`src/hdl/uartrx_pkg.sv`:
```
// shared constants, op codes and index helper for the uart receive line buffer
package uartrx_pkg;

    localparam int DEPTH    = 32;
    localparam int IDX_W    = $clog2(DEPTH);
    localparam int BYTE_W   = 8;
    localparam int LINES_W  = 8;
    localparam int MAX_LINE = 31;
    localparam int CNT_W    = $clog2(MAX_LINE + 1);

    localparam logic [1:0] OP_RECV    = 2'd0;
    localparam logic [1:0] OP_BYTE    = 2'd1;
    localparam logic [1:0] OP_LINE    = 2'd2;
    localparam logic [1:0] OP_DISCARD = 2'd3;

    localparam logic [BYTE_W-1:0] CHAR_CR = 8'd13;
    localparam logic [BYTE_W-1:0] CHAR_LF = 8'd10;

    function automatic logic [IDX_W-1:0] next_slot(input logic [IDX_W-1:0] i);
        logic [IDX_W-1:0] n;
        if (i == IDX_W'(DEPTH - 1))
        begin
            n = '0;
        end
        else
        begin
            n = i + 1'b1;
        end
        return n;
    endfunction

endpackage

```
`src/hdl/uartrx_ram.sv`:
```
// generic single write port ram with registered read
module uartrx_ram #(
    parameter int WIDTH = 8,
    parameter int DEPTH = 32
) (
    input  logic                     clk,
    input  logic                     we,
    input  logic [$clog2(DEPTH)-1:0] waddr,
    input  logic [WIDTH-1:0]         wdata,
    input  logic                     re,
    input  logic [$clog2(DEPTH)-1:0] raddr,
    output logic [WIDTH-1:0]         rdata
);

    logic [WIDTH-1:0] mem_reg [DEPTH];
    logic [WIDTH-1:0] rdata_reg;

    always_ff @(posedge clk)
    begin
        if (we)
        begin
            mem_reg[waddr] <= wdata;
        end
        if (re)
        begin
            rdata_reg <= mem_reg[raddr];
        end
    end

    assign rdata = rdata_reg;

endmodule

```
`src/hdl/uart_rx_line_ring_buffer.sv`:
```
// uart receive ring buffer with line assembly: control, output register, ring ram
// Usage:
//   input channel (in_valid/in_stall) carries op and rx_byte; output channel
//   (out_valid/out_stall) carries data, valid_res, last and lines_count.
//   op receive stores a byte (zero dropped, CR becomes LF, repeated LF dropped);
//   op read byte returns one byte or an empty result; op read line returns the
//   bytes of one line followed by an end result; op discard empties the ring
//   while a line is pending. Every transaction ends with a result with last set.
// Sequencing:
//   receive, discard, empty read and read line with no pending line: the result
//   is loaded into the output register when the transaction is accepted.
//   read byte: the ring ram read is registered, then the fetch state loads the byte.
//   read line: the fetch state loads each emitted byte and consumes a stop byte,
//   then the end state loads the end result; each byte is one ram read.
//   one transaction is worked on at a time; the next is accepted once the
//   previous one has produced all its results and the output register is free.
// Reset: indexes, pending line count and newline flag clear; ring contents are
//   left as they are and no clearing pass runs.
// Stall: while out_stall holds and a result is held, the output register keeps it and the
//   block stops taking new input and stops reading the ring.
module uart_rx_line_ring_buffer (
    input  logic                                clk,
    input  logic                                rst_n,
    input  logic                                in_valid,
    output logic                                in_stall,
    input  logic [1:0]                          op,
    input  logic [uartrx_pkg::BYTE_W-1:0]       rx_byte,
    output logic                                out_valid,
    input  logic                                out_stall,
    output logic [uartrx_pkg::BYTE_W-1:0]       data,
    output logic                                valid_res,
    output logic                                last,
    output logic [uartrx_pkg::LINES_W-1:0]      lines_count
);

    typedef enum logic [2:0] {
        ST_IDLE  = 3'b001,
        ST_FETCH = 3'b010,
        ST_END   = 3'b100
    } state_t;

    state_t                               state_reg, state_next;
    logic                                 line_mode_reg, line_mode_next;
    logic [uartrx_pkg::IDX_W-1:0]         wr_idx_reg, wr_idx_next;
    logic [uartrx_pkg::IDX_W-1:0]         rd_idx_reg, rd_idx_next;
    logic [uartrx_pkg::LINES_W-1:0]       pend_reg, pend_next;
    logic                                 nl_seen_reg, nl_seen_next;
    logic [uartrx_pkg::CNT_W-1:0]         cnt_reg, cnt_next;

    logic                                 out_valid_reg, out_valid_next;
    logic [uartrx_pkg::BYTE_W-1:0]        data_reg, data_next;
    logic                                 vres_reg, vres_next;
    logic                                 last_reg, last_next;
    logic [uartrx_pkg::LINES_W-1:0]       lines_reg, lines_next;

    logic                                 ram_we;
    logic                                 ram_re;
    logic [uartrx_pkg::IDX_W-1:0]         ram_raddr;
    logic [uartrx_pkg::BYTE_W-1:0]        ram_rdata;

    logic                                 accept;
    logic                                 out_free;
    logic                                 load;
    logic [uartrx_pkg::BYTE_W-1:0]        ld_data;
    logic                                 ld_vres;
    logic                                 ld_last;

    logic [uartrx_pkg::BYTE_W-1:0]        rx_mapped;
    logic                                 rx_is_lf;
    logic                                 rx_drop;
    logic [uartrx_pkg::IDX_W-1:0]         slot;
    logic                                 rx_full;
    logic [uartrx_pkg::IDX_W-1:0]         rd_nxt;
    logic                                 ring_empty;
    logic                                 stop_byte;

    assign out_free = !out_valid_reg || !out_stall;
    assign in_stall = !((state_reg == ST_IDLE) && out_free);
    assign accept   = in_valid && !in_stall;

    assign rx_mapped  = (rx_byte == uartrx_pkg::CHAR_CR) ? uartrx_pkg::CHAR_LF : rx_byte;
    assign rx_is_lf   = (rx_mapped == uartrx_pkg::CHAR_LF);
    assign rx_drop    = (rx_byte == '0) || (rx_is_lf && nl_seen_reg);
    assign slot       = uartrx_pkg::next_slot(wr_idx_reg);
    assign rx_full    = (uartrx_pkg::next_slot(slot) == rd_idx_reg);
    assign rd_nxt     = uartrx_pkg::next_slot(rd_idx_reg);
    assign ring_empty = (rd_idx_reg == wr_idx_reg);
    assign ram_raddr  = rd_nxt;
    // newline, high byte and zero end a line and are consumed
    assign stop_byte  = (ram_rdata == uartrx_pkg::CHAR_LF) || ram_rdata[uartrx_pkg::BYTE_W-1]
                        || (ram_rdata == '0);

    uartrx_ram #(
        .WIDTH (uartrx_pkg::BYTE_W),
        .DEPTH (uartrx_pkg::DEPTH)
    ) u_ram (
        .clk   (clk),
        .we    (ram_we),
        .waddr (slot),
        .wdata (rx_mapped),
        .re    (ram_re),
        .raddr (ram_raddr),
        .rdata (ram_rdata)
    );

    always_comb
    begin
        state_next     = state_reg;
        line_mode_next = line_mode_reg;
        wr_idx_next    = wr_idx_reg;
        rd_idx_next    = rd_idx_reg;
        pend_next      = pend_reg;
        nl_seen_next   = nl_seen_reg;
        cnt_next       = cnt_reg;
        ram_we         = 1'b0;
        ram_re         = 1'b0;
        load           = 1'b0;
        ld_data        = '0;
        ld_vres        = 1'b0;
        ld_last        = 1'b1;

        case (state_reg)
            ST_IDLE:
            begin
                if (accept)
                begin
                    case (op)
                        uartrx_pkg::OP_RECV:
                        begin
                            load = 1'b1;
                            if (!rx_drop)
                            begin
                                ram_we       = 1'b1;
                                wr_idx_next  = slot;
                                nl_seen_next = rx_is_lf;
                                // a newline and a full ring each count as a line
                                pend_next    = pend_reg + uartrx_pkg::LINES_W'(rx_is_lf)
                                               + uartrx_pkg::LINES_W'(rx_full);
                            end
                        end
                        uartrx_pkg::OP_BYTE:
                        begin
                            if (ring_empty)
                            begin
                                load = 1'b1;
                            end
                            else
                            begin
                                ram_re         = 1'b1;
                                rd_idx_next    = rd_nxt;
                                line_mode_next = 1'b0;
                                state_next     = ST_FETCH;
                            end
                        end
                        uartrx_pkg::OP_LINE:
                        begin
                            if (pend_reg == '0)
                            begin
                                load = 1'b1;
                            end
                            else
                            begin
                                cnt_next       = '0;
                                line_mode_next = 1'b1;
                                if (ring_empty)
                                begin
                                    state_next = ST_END;
                                end
                                else
                                begin
                                    ram_re      = 1'b1;
                                    rd_idx_next = rd_nxt;
                                    state_next  = ST_FETCH;
                                end
                            end
                        end
                        default:
                        begin
                            load = 1'b1;
                            if (pend_reg != '0)
                            begin
                                rd_idx_next = wr_idx_reg;
                            end
                        end
                    endcase
                end
            end
            ST_FETCH:
            begin
                if (out_free)
                begin
                    if (!line_mode_reg)
                    begin
                        load       = 1'b1;
                        ld_data    = ram_rdata;
                        ld_vres    = 1'b1;
                        state_next = ST_IDLE;
                    end
                    else if (stop_byte)
                    begin
                        state_next = ST_END;
                    end
                    else
                    begin
                        load     = 1'b1;
                        ld_data  = ram_rdata;
                        ld_vres  = 1'b1;
                        ld_last  = 1'b0;
                        cnt_next = cnt_reg + 1'b1;
                        if ((cnt_reg == uartrx_pkg::CNT_W'(uartrx_pkg::MAX_LINE - 1))
                            || ring_empty)
                        begin
                            state_next = ST_END;
                        end
                        else
                        begin
                            ram_re      = 1'b1;
                            rd_idx_next = rd_nxt;
                        end
                    end
                end
            end
            ST_END:
            begin
                if (out_free)
                begin
                    load       = 1'b1;
                    pend_next  = pend_reg - 1'b1;
                    state_next = ST_IDLE;
                end
            end
            default:
            begin
                state_next = ST_IDLE;
            end
        endcase
    end

    always_comb
    begin
        out_valid_next = out_valid_reg && out_stall;
        data_next      = data_reg;
        vres_next      = vres_reg;
        last_next      = last_reg;
        lines_next     = lines_reg;
        if (load)
        begin
            out_valid_next = 1'b1;
            data_next      = ld_data;
            vres_next      = ld_vres;
            last_next      = ld_last;
            lines_next     = pend_next;
        end
    end

    always_ff @(posedge clk or negedge rst_n)
    begin
        if (!rst_n)
        begin
            state_reg     <= ST_IDLE;
            line_mode_reg <= 1'b0;
            wr_idx_reg    <= '0;
            rd_idx_reg    <= '0;
            pend_reg      <= '0;
            nl_seen_reg   <= 1'b0;
            cnt_reg       <= '0;
            out_valid_reg <= 1'b0;
        end
        else
        begin
            state_reg     <= state_next;
            line_mode_reg <= line_mode_next;
            wr_idx_reg    <= wr_idx_next;
            rd_idx_reg    <= rd_idx_next;
            pend_reg      <= pend_next;
            nl_seen_reg   <= nl_seen_next;
            cnt_reg       <= cnt_next;
            out_valid_reg <= out_valid_next;
        end
    end

    always_ff @(posedge clk)
    begin
        data_reg  <= data_next;
        vres_reg  <= vres_next;
        last_reg  <= last_next;
        lines_reg <= lines_next;
    end

    assign out_valid   = out_valid_reg;
    assign data        = data_reg;
    assign valid_res   = vres_reg;
    assign last        = last_reg;
    assign lines_count = lines_reg;

`ifndef NO_ASSERTIONS
    a_busy_stalls: assert property (@(posedge clk) disable iff (!rst_n)
        state_reg != ST_IDLE |-> in_stall)
        else $error("input taken while a transaction is in progress");

    a_read_to_fetch: assert property (@(posedge clk) disable iff (!rst_n)
        ram_re |=> state_reg == ST_FETCH)
        else $error("ring read issued without fetch state following");

    a_line_bound: assert property (@(posedge clk) disable iff (!rst_n)
        (state_reg == ST_FETCH) && line_mode_reg
        |-> cnt_reg < uartrx_pkg::CNT_W'(uartrx_pkg::MAX_LINE))
        else $error("line read emitted too many bytes");

    a_empty_data_zero: assert property (@(posedge clk) disable iff (!rst_n)
        out_valid_reg && !vres_reg |-> (data_reg == '0) && last_reg)
        else $error("status result carries data or is not last");
`endif

endmodule

```
`config.mk`:
```
export PLATFORM = sky130hd
export DESIGN_NAME = uart_rx_line_ring_buffer
export DESIGN_NICKNAME = d
export VERILOG_FILES = /design/src/hdl/uartrx_pkg.sv /design/src/hdl/uartrx_ram.sv /design/src/hdl/uart_rx_line_ring_buffer.sv
export SDC_FILE = /design/constraint.sdc
export NUM_CORES = 1
export LEC_CHECK = 0
export BUFFER_PORTS_ARGS = -buffer_cell sky130_fd_sc_hd__buf_4
export CELL_PAD_IN_SITES_DETAIL_PLACEMENT = 0
export CELL_PAD_IN_SITES_GLOBAL_PLACEMENT = 1
export CORE_MARGIN = 2
export CORE_UTILIZATION = 45
export DETAILED_ROUTE_END_ITERATION = 16
export PLACE_DENSITY_LB_ADDON = 0.1
export SETUP_SLACK_MARGIN = 0.05
export SLEW_MARGIN = 25
export SYNTH_ARGS = -nofsm -noshare
export SYNTH_HDL_FRONTEND = slang
export SYNTH_SLANG_ARGS = --single-unit
```
`constraint.sdc`:
```
create_clock -name clk -period 3.8 [get_ports clk]
set_input_delay 0.57 -clock clk [delete_from_list [all_inputs] [get_ports clk]]
set_output_delay 0.57 -clock clk [all_outputs]
set_load 0.02 [all_outputs]
```
### Yosys cells after proc, flatten, opt, wreduce, memory -nomap -nowiden

Memory sizes are Yosys's and may differ from the RTL's. A register that Yosys moved wholly into a read port is not among the register bits.
Cells that the tools add are included.

* add/subtract/negate cells: 7
* multipliers: 0
* divide/modulo/power cells: 0
* $lt $le $gt $ge: 0
* eq/ne operators: 30
* shifts and indexed selects: 0
* muxes and demuxes: 68
* bitwise logic cells: 1
* reduce and logical (&&, ||, !) cells: 26

Operator list (count)
* 5-bit two-way mux: 17
* 8-bit two-way mux: 7
* 3-bit two-way mux: 9
* 8-bit by 4-bit equality test with 1-bit output, second input constant: 3
* 8-bit zero test: 3
* 1-bit two-way mux: 24
* 5-bit by 1-bit adder with 5-bit output, second input constant: 4
* 5-bit equality test, second input constant: 4
* 2-bit != test, second input constant: 10
* 5-bit one-hot mux with 2 select lines: 2
* 8-bit by 1-bit adder with 8-bit output: 2
* 8-bit one-hot mux with 2 select lines: 1
* 5-bit one-hot mux with 3 select lines: 1
* 7-bit AND reduction: 2
* 5-bit equality test: 2
* 3-bit one-hot mux with 3 select lines: 1
* 9-bit AND reduction: 1
* 1-bit one-hot mux with 2 select lines: 4
* 8-bit nonzero test: 1
* 8-bit by 1-bit subtractor with 8-bit output, second input constant: 1
* 3-bit != test, second input constant: 2
* 3-bit one-hot mux with 2 select lines: 1
* 1-bit logical OR: 5
* 5-bit AND reduction: 1
* other kinds (18): 24

* flip-flop bits (word level): 47
* bits in latches: 0
* RAM bits: 256
* ROM bits: 0
* bits of input ports: 14
* output and inout bits: 20
* memories: 1

Memory list
* u_ram.mem_reg: words 32, bits a word 8, rd ports 1, clocked after memory_dff 1, wr ports 1, RTL line uartrx_ram.sv:15 `logic [WIDTH-1:0] mem_reg [DEPTH];`

### Longest topological paths before layout

Gate-level depths: netlist of run 1.

* depth in word-level cells: 11
* mapped depth: 15
* depth with buffers taken out: 15

### Hierarchy

Synthesis of run 1 repeated with hierarchy kept, for this count alone.

* cells, all modules: 696
* area, all modules: 13076.3 um2

Modules (own cells, without submodules)
* uartrx_ram: instances 1, cells an instance 417, area each 10133.5 um2, sequential area each 7927.6 um2
* uart_rx_line_ring_buffer: instances 1, cells an instance 279, area each 2942.8 um2, sequential area each 1267.5 um2

### Worst setup path before layout of run 1

OpenSTA, ideal clock, no wires.

* path type: reg2reg
* from: register wr_idx_reg[0] in the netlist's numbering
* to: register lines_reg, in the netlist lines_count[5] (data pin)
* library setup time: 0.222 ns
* arrival: 3.276 ns
* data required time: 3.578 ns
* setup slack: 0.302 ns
* cell stages (with the launch flop): 16
* clock period less this slack: 3.498 ns
* cell sequence: dfrtp_1 > ha_1 > and3_1 > ha_1 > inv_1 > and2_1 > and3_1 > ha_1 > xnor2_1 > o21ai_0 > nor3b_1 > mux2_2 > fa_1 > and2_1 > and2_1 > o311ai_0

* word-level cells in the longest chain between the ends: 10
* elaborated cells on any way between the ends: 12
* classes of those cells: add/sub (3); eq/ne (3); mux (6)

Ends and longest elaborated chain
* from (decl): RTL line uart_rx_line_ring_buffer.sv:44 `logic [uartrx_pkg::IDX_W-1:0] wr_idx_reg, wr_idx_next;`
* from (signal assigned): RTL line uart_rx_line_ring_buffer.sv:273 `wr_idx_reg <= wr_idx_next;`
* 5-bit by 1-bit adder with 5-bit output or 5-bit equality test (tied branches): RTL line uartrx_pkg.sv:27, uartrx_pkg.sv:21
* 5-bit two-way mux *: RTL line uartrx_pkg.sv:21 `if (i == IDX_W'(DEPTH - 1))`
* 5-bit by 1-bit adder with 5-bit output or 5-bit equality test (tied branches): RTL line uartrx_pkg.sv:27, uartrx_pkg.sv:21
* 5-bit two-way mux *: RTL line uartrx_pkg.sv:21
* 5-bit equality test *: RTL line uart_rx_line_ring_buffer.sv:85 `assign rx_full = (uartrx_pkg::next_slot(slot) == rd_idx_reg);`
* 8-bit by 1-bit adder with 8-bit output *: RTL line uart_rx_line_ring_buffer.sv:138 `+ uartrx_pkg::LINES_W'(rx_full);`
* 8-bit two-way mux *: RTL line uart_rx_line_ring_buffer.sv:131 `if (!rx_drop)`
* 8-bit two-way mux *: RTL line uart_rx_line_ring_buffer.sv:127 `case (op)`
* 8-bit two-way mux *: RTL line uart_rx_line_ring_buffer.sv:125 `if (accept)`
* 8-bit one-hot mux with 2 select lines *: RTL line uart_rx_line_ring_buffer.sv:122 `case (state_reg)`
* via pend_next (one bit): RTL line uart_rx_line_ring_buffer.sv:46 `logic [uartrx_pkg::LINES_W-1:0] pend_reg, pend_next;`
* to (signal assigned): RTL line uart_rx_line_ring_buffer.sv:287 `lines_reg <= lines_next;`
* to (decl): RTL line uart_rx_line_ring_buffer.sv:54 `logic [uartrx_pkg::LINES_W-1:0] lines_reg, lines_next;`

Mark *: on every way through the listed nets, which the timed path passes. The rest lies on a longest branch.
A chain may end at the register's enable or synchronous reset.

### Worst setup path in the final report of run 1

* from: register wr_idx_reg[0] in the netlist's numbering
* to: register lines_reg, in the netlist lines_count[1] (data pin)

Same word-level chain as after synthesis.

==> results of run 1 <==
[stage by stage]
stage	power, uW	instances	util [%]	setup slack [ns]
floorplan	7310	730	-	0.302
global placement	8680	1161	49.2	0.147
detailed placement	8700	1161	49.2	-0.0281
CTS	11900	1220	52.9	0.0628
global route	12400	1220	53.0	0.0592
finish	11800	1220	53.0	0.229
[synth_stat cells (3+ instances only)]
cell type / number / area share (%)
o21ai_0: 12 / 0.45
and2_1: 13 / 0.61
xnor2_1: 15 / 0.99
ha_1: 16 / 1.5
nor4_1: 3 / 0.14
nand4_1: 3 / 0.14
nor3b_1: 5 / 0.28
a21oi_1: 6 / 0.23
a311o_1: 3 / 0.23
buf_6: 5 / 0.43
inv_1: 14 / 0.40
mux4_2: 64 / 11
and3b_1: 3 / 0.20
buf_2: 12 / 0.45
and3_1: 13 / 0.61
or3_1: 3 / 0.14
nor2b_1: 4 / 0.19
edfxtp_1: 282 / 64
nor3_1: 4 / 0.15
nand3_1: 14 / 0.53
nand2_1: 17 / 0.48
o211ai_1: 4 / 0.23
mux2_2: 24 / 2.0
clkbuf_1: 13 / 0.37
nor2_1: 45 / 1.3
a31oi_1: 5 / 0.24
mux2i_1: 49 / 3.7
xor2_1: 5 / 0.33
dfrtp_1: 28 / 5.3
[cell type report]
class / count / area, sq um
repair buffers: 81 / 661
fillers: 2332 / 13600
clock buffers: 42 / 881
inverters: 14 / 52.6
well taps: 384 / 480
flip-flops and latches: 311 / 9200
clock inverters: 16 / 186
multi-input cells: 372 / 3830
[cell families (layout without fill, tap and decap cells)]
logic type	after synthesis	after routing	synth area share, %
AO/OA/AOI/OAI	55	55	3.23
flip-flops	311	311	69.5
multiplexers	137	137	16.7
adder cells (fa/ha/maj)	17	17	1.67
buffers and inverters	47	153	1.79
AND/OR/NAND/NOR	143	143	5.82
XOR/XNOR	20	20	1.32
[what timing repair did]
item | in CTS | in global routing
gates resized for setup | 1 | 4
hold buffers | 1 | 0
hold endpoints to repair | 1 | 0
setup endpoints to repair | 2 | 12
[report_power, final]
group          switching, uW  leakage, uW  internal, uW
Sequential               210      0.00292          4030
Combinational           2360      0.00180          2010
Clock                   1260     0.000517          1920
[worst max-delay path: stages, from the launching register on]
cell     delay [ns]
dfrtp_1        0.40
ha_1           0.23
and3_1         0.21
ha_4           0.19
inv_1          0.10
and2_4         0.16
and3_1         0.16
ha_1           0.24
xnor2_1        0.12
o21ai_0        0.11
nor3b_1        0.08
mux2_2         0.28
fa_1           0.40
ha_1           0.29
a221o_1        0.34
[layer usage]
layer	wire, um	track usage (%)
met1	12900	27.2
met2	14200	31.9
met3	1280	2.88
met4	555	4.75
met5	0	0
[final timing paths]
path	start	endpoint	slack, ns
setup / recovery	wr_idx_reg[0]	lines_count[1]	0.23
hold / removal	in_valid	out_valid	0.47
setup reg to reg	wr_idx_reg[0]	lines_count[1]	0.23
hold reg to reg	pend_reg[7]	pend_reg[7]	0.50
max in group asynchronous	rst_n	state_reg[0]	2.92
min in group asynchronous	rst_n	pend_reg[0]	0.54
[layout by cell type, fill, tap and decap left out, drive strengths merged, types with 15 or more instances in the layout]
master / Yosys / layout
xnor2: 15 / 15
dfrtp: 28 / 28
ha: 16 / 16
buf: 20 / 80
edfxtp: 282 / 282
nor2: 46 / 46
mux2: 24 / 24
nand2: 19 / 19
mux2i: 49 / 49
mux4: 64 / 64
clkbuf: 13 / 42
==> results.yml, run 1 <==
floorplanning:
  die_area_sq_um: 30800
  io_pins: 34
  die_w_um: 175
  initial_core_util_pct: 45.8
  die_y_um: 175
  coreArea_sq_um: 28900
  rows: 62
drt:
  first_pass_iters: 4
  drt-initial-drc-count: 642
  drtAntennaViolNets: 0
  avgViaCountPerCell: 5.64
  drc_errors: 0
  wirelength_um: 28900
  drt-wirelength-per-cell_um: 23.7
  via_count: 6886
power:
  p_leak_uw: 0.00524
  ir_drop_uv: 606
  p_per_area_nw_per_um2: 771
synthesis:
  yosysWarnings: 0
  synth_ff_type: "edfxtp_1"
  ys_seq_area_share_pct: 69.5
  ys_types: 61
  syn_nets: 761
  syn_avg_cell_area_sq_um: 18.1
  synthArstFlopShare_pct: 9.32
  synth-edff-count: 282
  synth_area_sq_um: 13200
  syn-instance-count: 730
  ys_seq_elements: 311
final_layout:
  area_growth_pct: 15.6
  largest_reg_flops: 256
  postLayoutCellArea_sq_um: 15300
  diodes: 0
  post_route_cells_drive_above_1_share_pct: 27.8
  final_net_count: 845
min_path:
  min_path_cells: 3
  hold_path_class: "in -> reg"
outcome:
  outcome: "complete, no violations"
grt:
  grt_antenna_before_repair: 0
  grt_overflow: 0
  grt_max_degree: 51
  grt_pass1_wl_um: 44000
  grt_usage_pct: 19.3
  grt_pass1_vias: 7114
worst_setup_path:
  rr_worst_depth: 14
  worstSetupPathType: "reg -> reg"
  critPathArrivalTime_ns: 3.82
  end_kind: "flop"
  cp.required_ns: 4.05
  start_kind: "flop"
  cp_max_fo: 8
sta:
  slew_headroom_pct: 43.0
  hold_ws_ns: 0.471
  skew_ns: 0.0189
  rsz0062_at_grt: "false"
  fmax_mhz: 280
  setup-violations-final: 0
  hold_violations: 0
  min_period_ns: 3.57
  worstMarginPinSlew_ns: 0.856
  slew_violations: 0
  fin_tns_setup_ns: 0
  fin_crit_sh_pct: 94.0
clock_tree:
  numCtsBuffers: 34
  post_cts_buffers: 0
  htree_num_levels: 2
  cts_max_path_buffers: 3
  cts.clk_slew.worst_paths_ns: 0.06
  clock_latency_ns: 0.51
  clock-sinks: 311
  root_buffer: "clkbuf_16"
  cts_tree: "yes"
run:
  maxCapViolations: 0
placement:
  gp_congestion: 0.839
  numPortBuffers: 33
  place_hpwl_um: 18400
  place_area_sq_um: 14200
No activity file was read; power rests on OpenSTA's default activity.
==> run 2, diff against run 1 <==
--- a/config.mk
+++ b/config.mk
@@ -6,4 +6,5 @@
 export NUM_CORES = 1
 export LEC_CHECK = 0
+export ABC_AREA = 1
 export BUFFER_PORTS_ARGS = -buffer_cell sky130_fd_sc_hd__buf_4
 export CELL_PAD_IN_SITES_DETAIL_PLACEMENT = 0
@@ -12,5 +13,5 @@
 export CORE_UTILIZATION = 45
 export DETAILED_ROUTE_END_ITERATION = 16
-export PLACE_DENSITY_LB_ADDON = 0.1
+export PLACE_DENSITY = 0.84
 export SETUP_SLACK_MARGIN = 0.05
 export SLEW_MARGIN = 25
==> constraint.sdc (replaced) <==
create_clock -name clk -period 3.8 [get_ports clk]
set_input_delay 0.76 -clock clk [delete_from_list [all_inputs] [get_ports clk]]
set_output_delay 0.76 -clock clk [all_outputs]
set_load 0.02 [all_outputs]
==> run 2 against run 1 <==
  * Wire length up 5.1%
  * Flip-flop and latch count unchanged
  * Via count rose by 31%
  * Combinational power is 10% higher
  * Synthesized area increased by 2.1%
  * Synthesized cell count increased by 65%
  * Utilization decreased by 0.73 points
  * Critical path type unchanged
  * Highest routed layer unchanged
==> results.yml, run 2 <==
final_layout:
  stdcell_count: 1669
  diodes: 0
  final_util_pct: 52.3
  largest_reg_flops: 256
  mostFrequentLayoutCells: "282 x edfxtp_1, 261 x nor2_1, 156 x o21ai_0"
  nFillCells: 2557
  postLayoutCellArea_sq_um: 15400
  area_growth_pct: 14.3
  layout_commonest_cell: "edfxtp_1"
  final_net_count: 1290
  post_route_cells_drive_above_1_share_pct: 11.9
worst_setup_path:
  cp_num_buf_inv: 2
  cp.required_ns: 4.05
  cp_max_fo: 3
  worstSetupPathType: "reg -> reg"
  critPathArrivalTime_ns: 3.71
  crit_slowest_cell: "dfrtp_1"
  regToRegEndpoint: "lines_count[7]"
  reg2reg_slack_ns: 0.33
  r2r_start: "wr_idx_reg[0]"
  worstPathCellList: "ha_1, nand2_1, nor2_1, ha_1, inv_2, nand2_1, nor2_2, inv_1, nor3_2, ha_1, xor2_1, a211oi_2, nand4_1, nor2_2, fa_2, nand3_1, nor3_1, nand3_1, o21ai_0, nand2_1"
  cp_slowest_stage_delay_ns: 0.38
  critPathTopFamily: "simple AND/OR/NAND/NOR gates"
  end_kind: "flop"
  start_kind: "flop"
  rr_worst_depth: 20
clock_tree:
  clock_latency_ns: 0.51
  cts_max_path_buffers: 3
  clock-sinks: 311
  root_buffer: "clkbuf_16"
  cts_tree: "yes"
  numCtsBuffers: 34
  htree_num_levels: 2
  cts_hold_buffers: 0
  cts.clk_slew.worst_paths_ns: 0.06
outcome:
  outcome: "complete, no violations"
synthesis:
  synth.most_common_cell: "edfxtp_1"
  ys_seq_area_share_pct: 68.1
  ys_seq_elements: 311
  synth-edff-count: 282
  ys_types: 40
  yosysWarnings: 0
  synth_area_leaders: "edfxtp_1 63%, nor2_1 7.4%, o21ai_0 5.8%"
  synthArstFlopShare_pct: 9.32
  yosys.area.top_type: "edfxtp_1"
  syn-instance-count: 1201
  synth_area_sq_um: 13500
  syn_avg_cell_area_sq_um: 11.2
  syn_nets: 1232
  synth_ff_type: "edfxtp_1"
  yosys-top-cells-count: "282 x edfxtp_1, 265 x nor2_1, 156 x o21ai_0"
  synth_top_area_share_pct: 62.7
grt:
  grt_overflow: 0
  busiest_layer: "met2"
  grt_pass1_vias: 8678
  met1_usage_pct: 26.6
  grt_usage_pct: 19.6
  grt_antenna_before_repair: 0
  met3_usage_pct: 3.16
  gr-usage-met2_pct: 32.2
  grt_pass1_wl_um: 47500
  grt_max_degree: 130
placement:
  place_hpwl_um: 18600
  numPortBuffers: 33
  dp_cells: 1613
  gp_congestion: 0.872
  place_area_sq_um: 14400
sta:
  fmax_mhz: 288
  slew_violations: 0
  skew_ns: 0.0170
  rsz0062_at_grt: "false"
  worstMarginPinSlew_ns: 0.742
  fin_crit_sh_pct: 91.3
  hold_violations: 0
  min_period_ns: 3.47
  fin_tns_setup_ns: 0
  slew_headroom_pct: 50.5
  setup-violations-final: 0
floorplanning:
  die_y_um: 177
  rows: 63
  initial_core_util_pct: 45.7
  die_area_sq_um: 31400
  die_w_um: 177
  coreArea_sq_um: 29600
  io_pins: 34
min_path:
  hold_path_class: "in -> async"
drt:
  drc_errors: 0
  drt-wirelength-per-cell_um: 18.2
  first_pass_iters: 5
  drt-initial-drc-count: 896
  via_count: 9048
  avgViaCountPerCell: 5.42
  wirelength_um: 30400
  drtAntennaViolNets: 0
power:
  p_per_area_nw_per_um2: 774
  ir_drop_uv: 520
  p_leak_uw: 0.00556
run:
  maxCapViolations: 0
run 2: cell count changes after synthesis, moves of 11 or more:
cell / change
xnor2_1: -11
nand2_1: +91
and3_1: -12
clkbuf_1: +26
and2_1: -13
o211ai_1: +56
inv_1: +56
o21ai_0: +144
mux2i_1: -49
nand3_1: +59
mux4_2: -64
nor2_1: +220
mux2_2: -24
run 2: stage by stage:
step / hold WS, ns / power [uW] / setup WS [ns]
global route: 0.210 / 12700 / 0.00936
finish: 0.188 / 12000 / 0.331
global placement: 0.483 / 8950 / 0.278
floorplan: 0.450 / 7470 / 0.250
detailed placement: 0.484 / 9010 / 0.227
CTS: 0.187 / 12000 / 0.216
run 2: report_power, final:
part	switching (uW)	leakage, uW	internal (uW)
clock network	1230	0.000486	1740
logic	3240	0.00215	1570
registers	150	0.00292	4020
total	4620	0.00556	7330
run 2: timing repair:
| action | in CTS | in global routing |
|---|---|---|
| setup buffers | 0 | 0 |
| resized for setup | 0 | 8 |
| endpoints found under the hold margin | 0 | 0 |
| endpoints found under the setup margin | 0 | 7 |
run 2: layout make-up:
class	instances	area, sq um	area share (%)
repair buffers	82	666	4.31
flip-flops and latches	311	9200	59.5
clock inverters	13	85.1	0.551
multi-input cells	759	3840	24.9
inverters	71	268	1.73
well taps	390	488	3.16
clock buffers	43	906	5.86
run 2: logic make-up (layout without fill, tap and decap cells):
family | count (synthesis) | after routing | synth area share [%]
AOI/OAI and AO/OA | 254 | 254 | 11.0
buffers and inverters | 131 | 209 | 3.86
xor gates and xnor gates | 12 | 12 | 0.778
DFF | 311 | 311 | 68.1
adders and majority gates | 17 | 17 | 1.63
and+or+nand+nor | 476 | 476 | 14.7
run 2: layer usage:
layer  up-vias  part of all wire (%)  wire, um
met5         -                     0         0
met4         0                   2.6       801
met3        47                   6.0      1830
met2       280                    48     14500
met1      4366                    44     13300
li1       4355                     -         -
run 2: worst reg2reg max path, cell delays in order, from the launching register on:
cell and delay (ns):
dfrtp_1 0.38, ha_1 0.20, nand2_1 0.10, nor2_1 0.05
ha_1 0.20, inv_2 0.08, nand2_1 0.07, nor2_2 0.11
inv_1 0.08, nor3_2 0.11, ha_1 0.25, xor2_1 0.17
a211oi_2 0.20, nand4_1 0.11, nor2_2 0.14, fa_2 0.26
nand3_1 0.15, nor3_1 0.18, nand3_1 0.11, o21ai_0 0.17
nand2_1 0.09
run 2: worst max path at each step:
| stage | start | to | depth (start not counted) |
|---|---|---|---|
| 6_report | wr_idx_reg[0] | lines_count[7] | 20 |
| 5_1_grt | wr_idx_reg[0] | lines_count[6] | 21 |
| 4_1_cts | wr_idx_reg[0] | lines_count[6] | 21 |
| 3_5_place_dp | wr_idx_reg[0] | lines_count[6] | 21 |
| 3_3_place_gp | wr_idx_reg[0] | lines_count[6] | 21 |
| 2_1_floorplan | wr_idx_reg[0] | lines_count[6] | 21 |
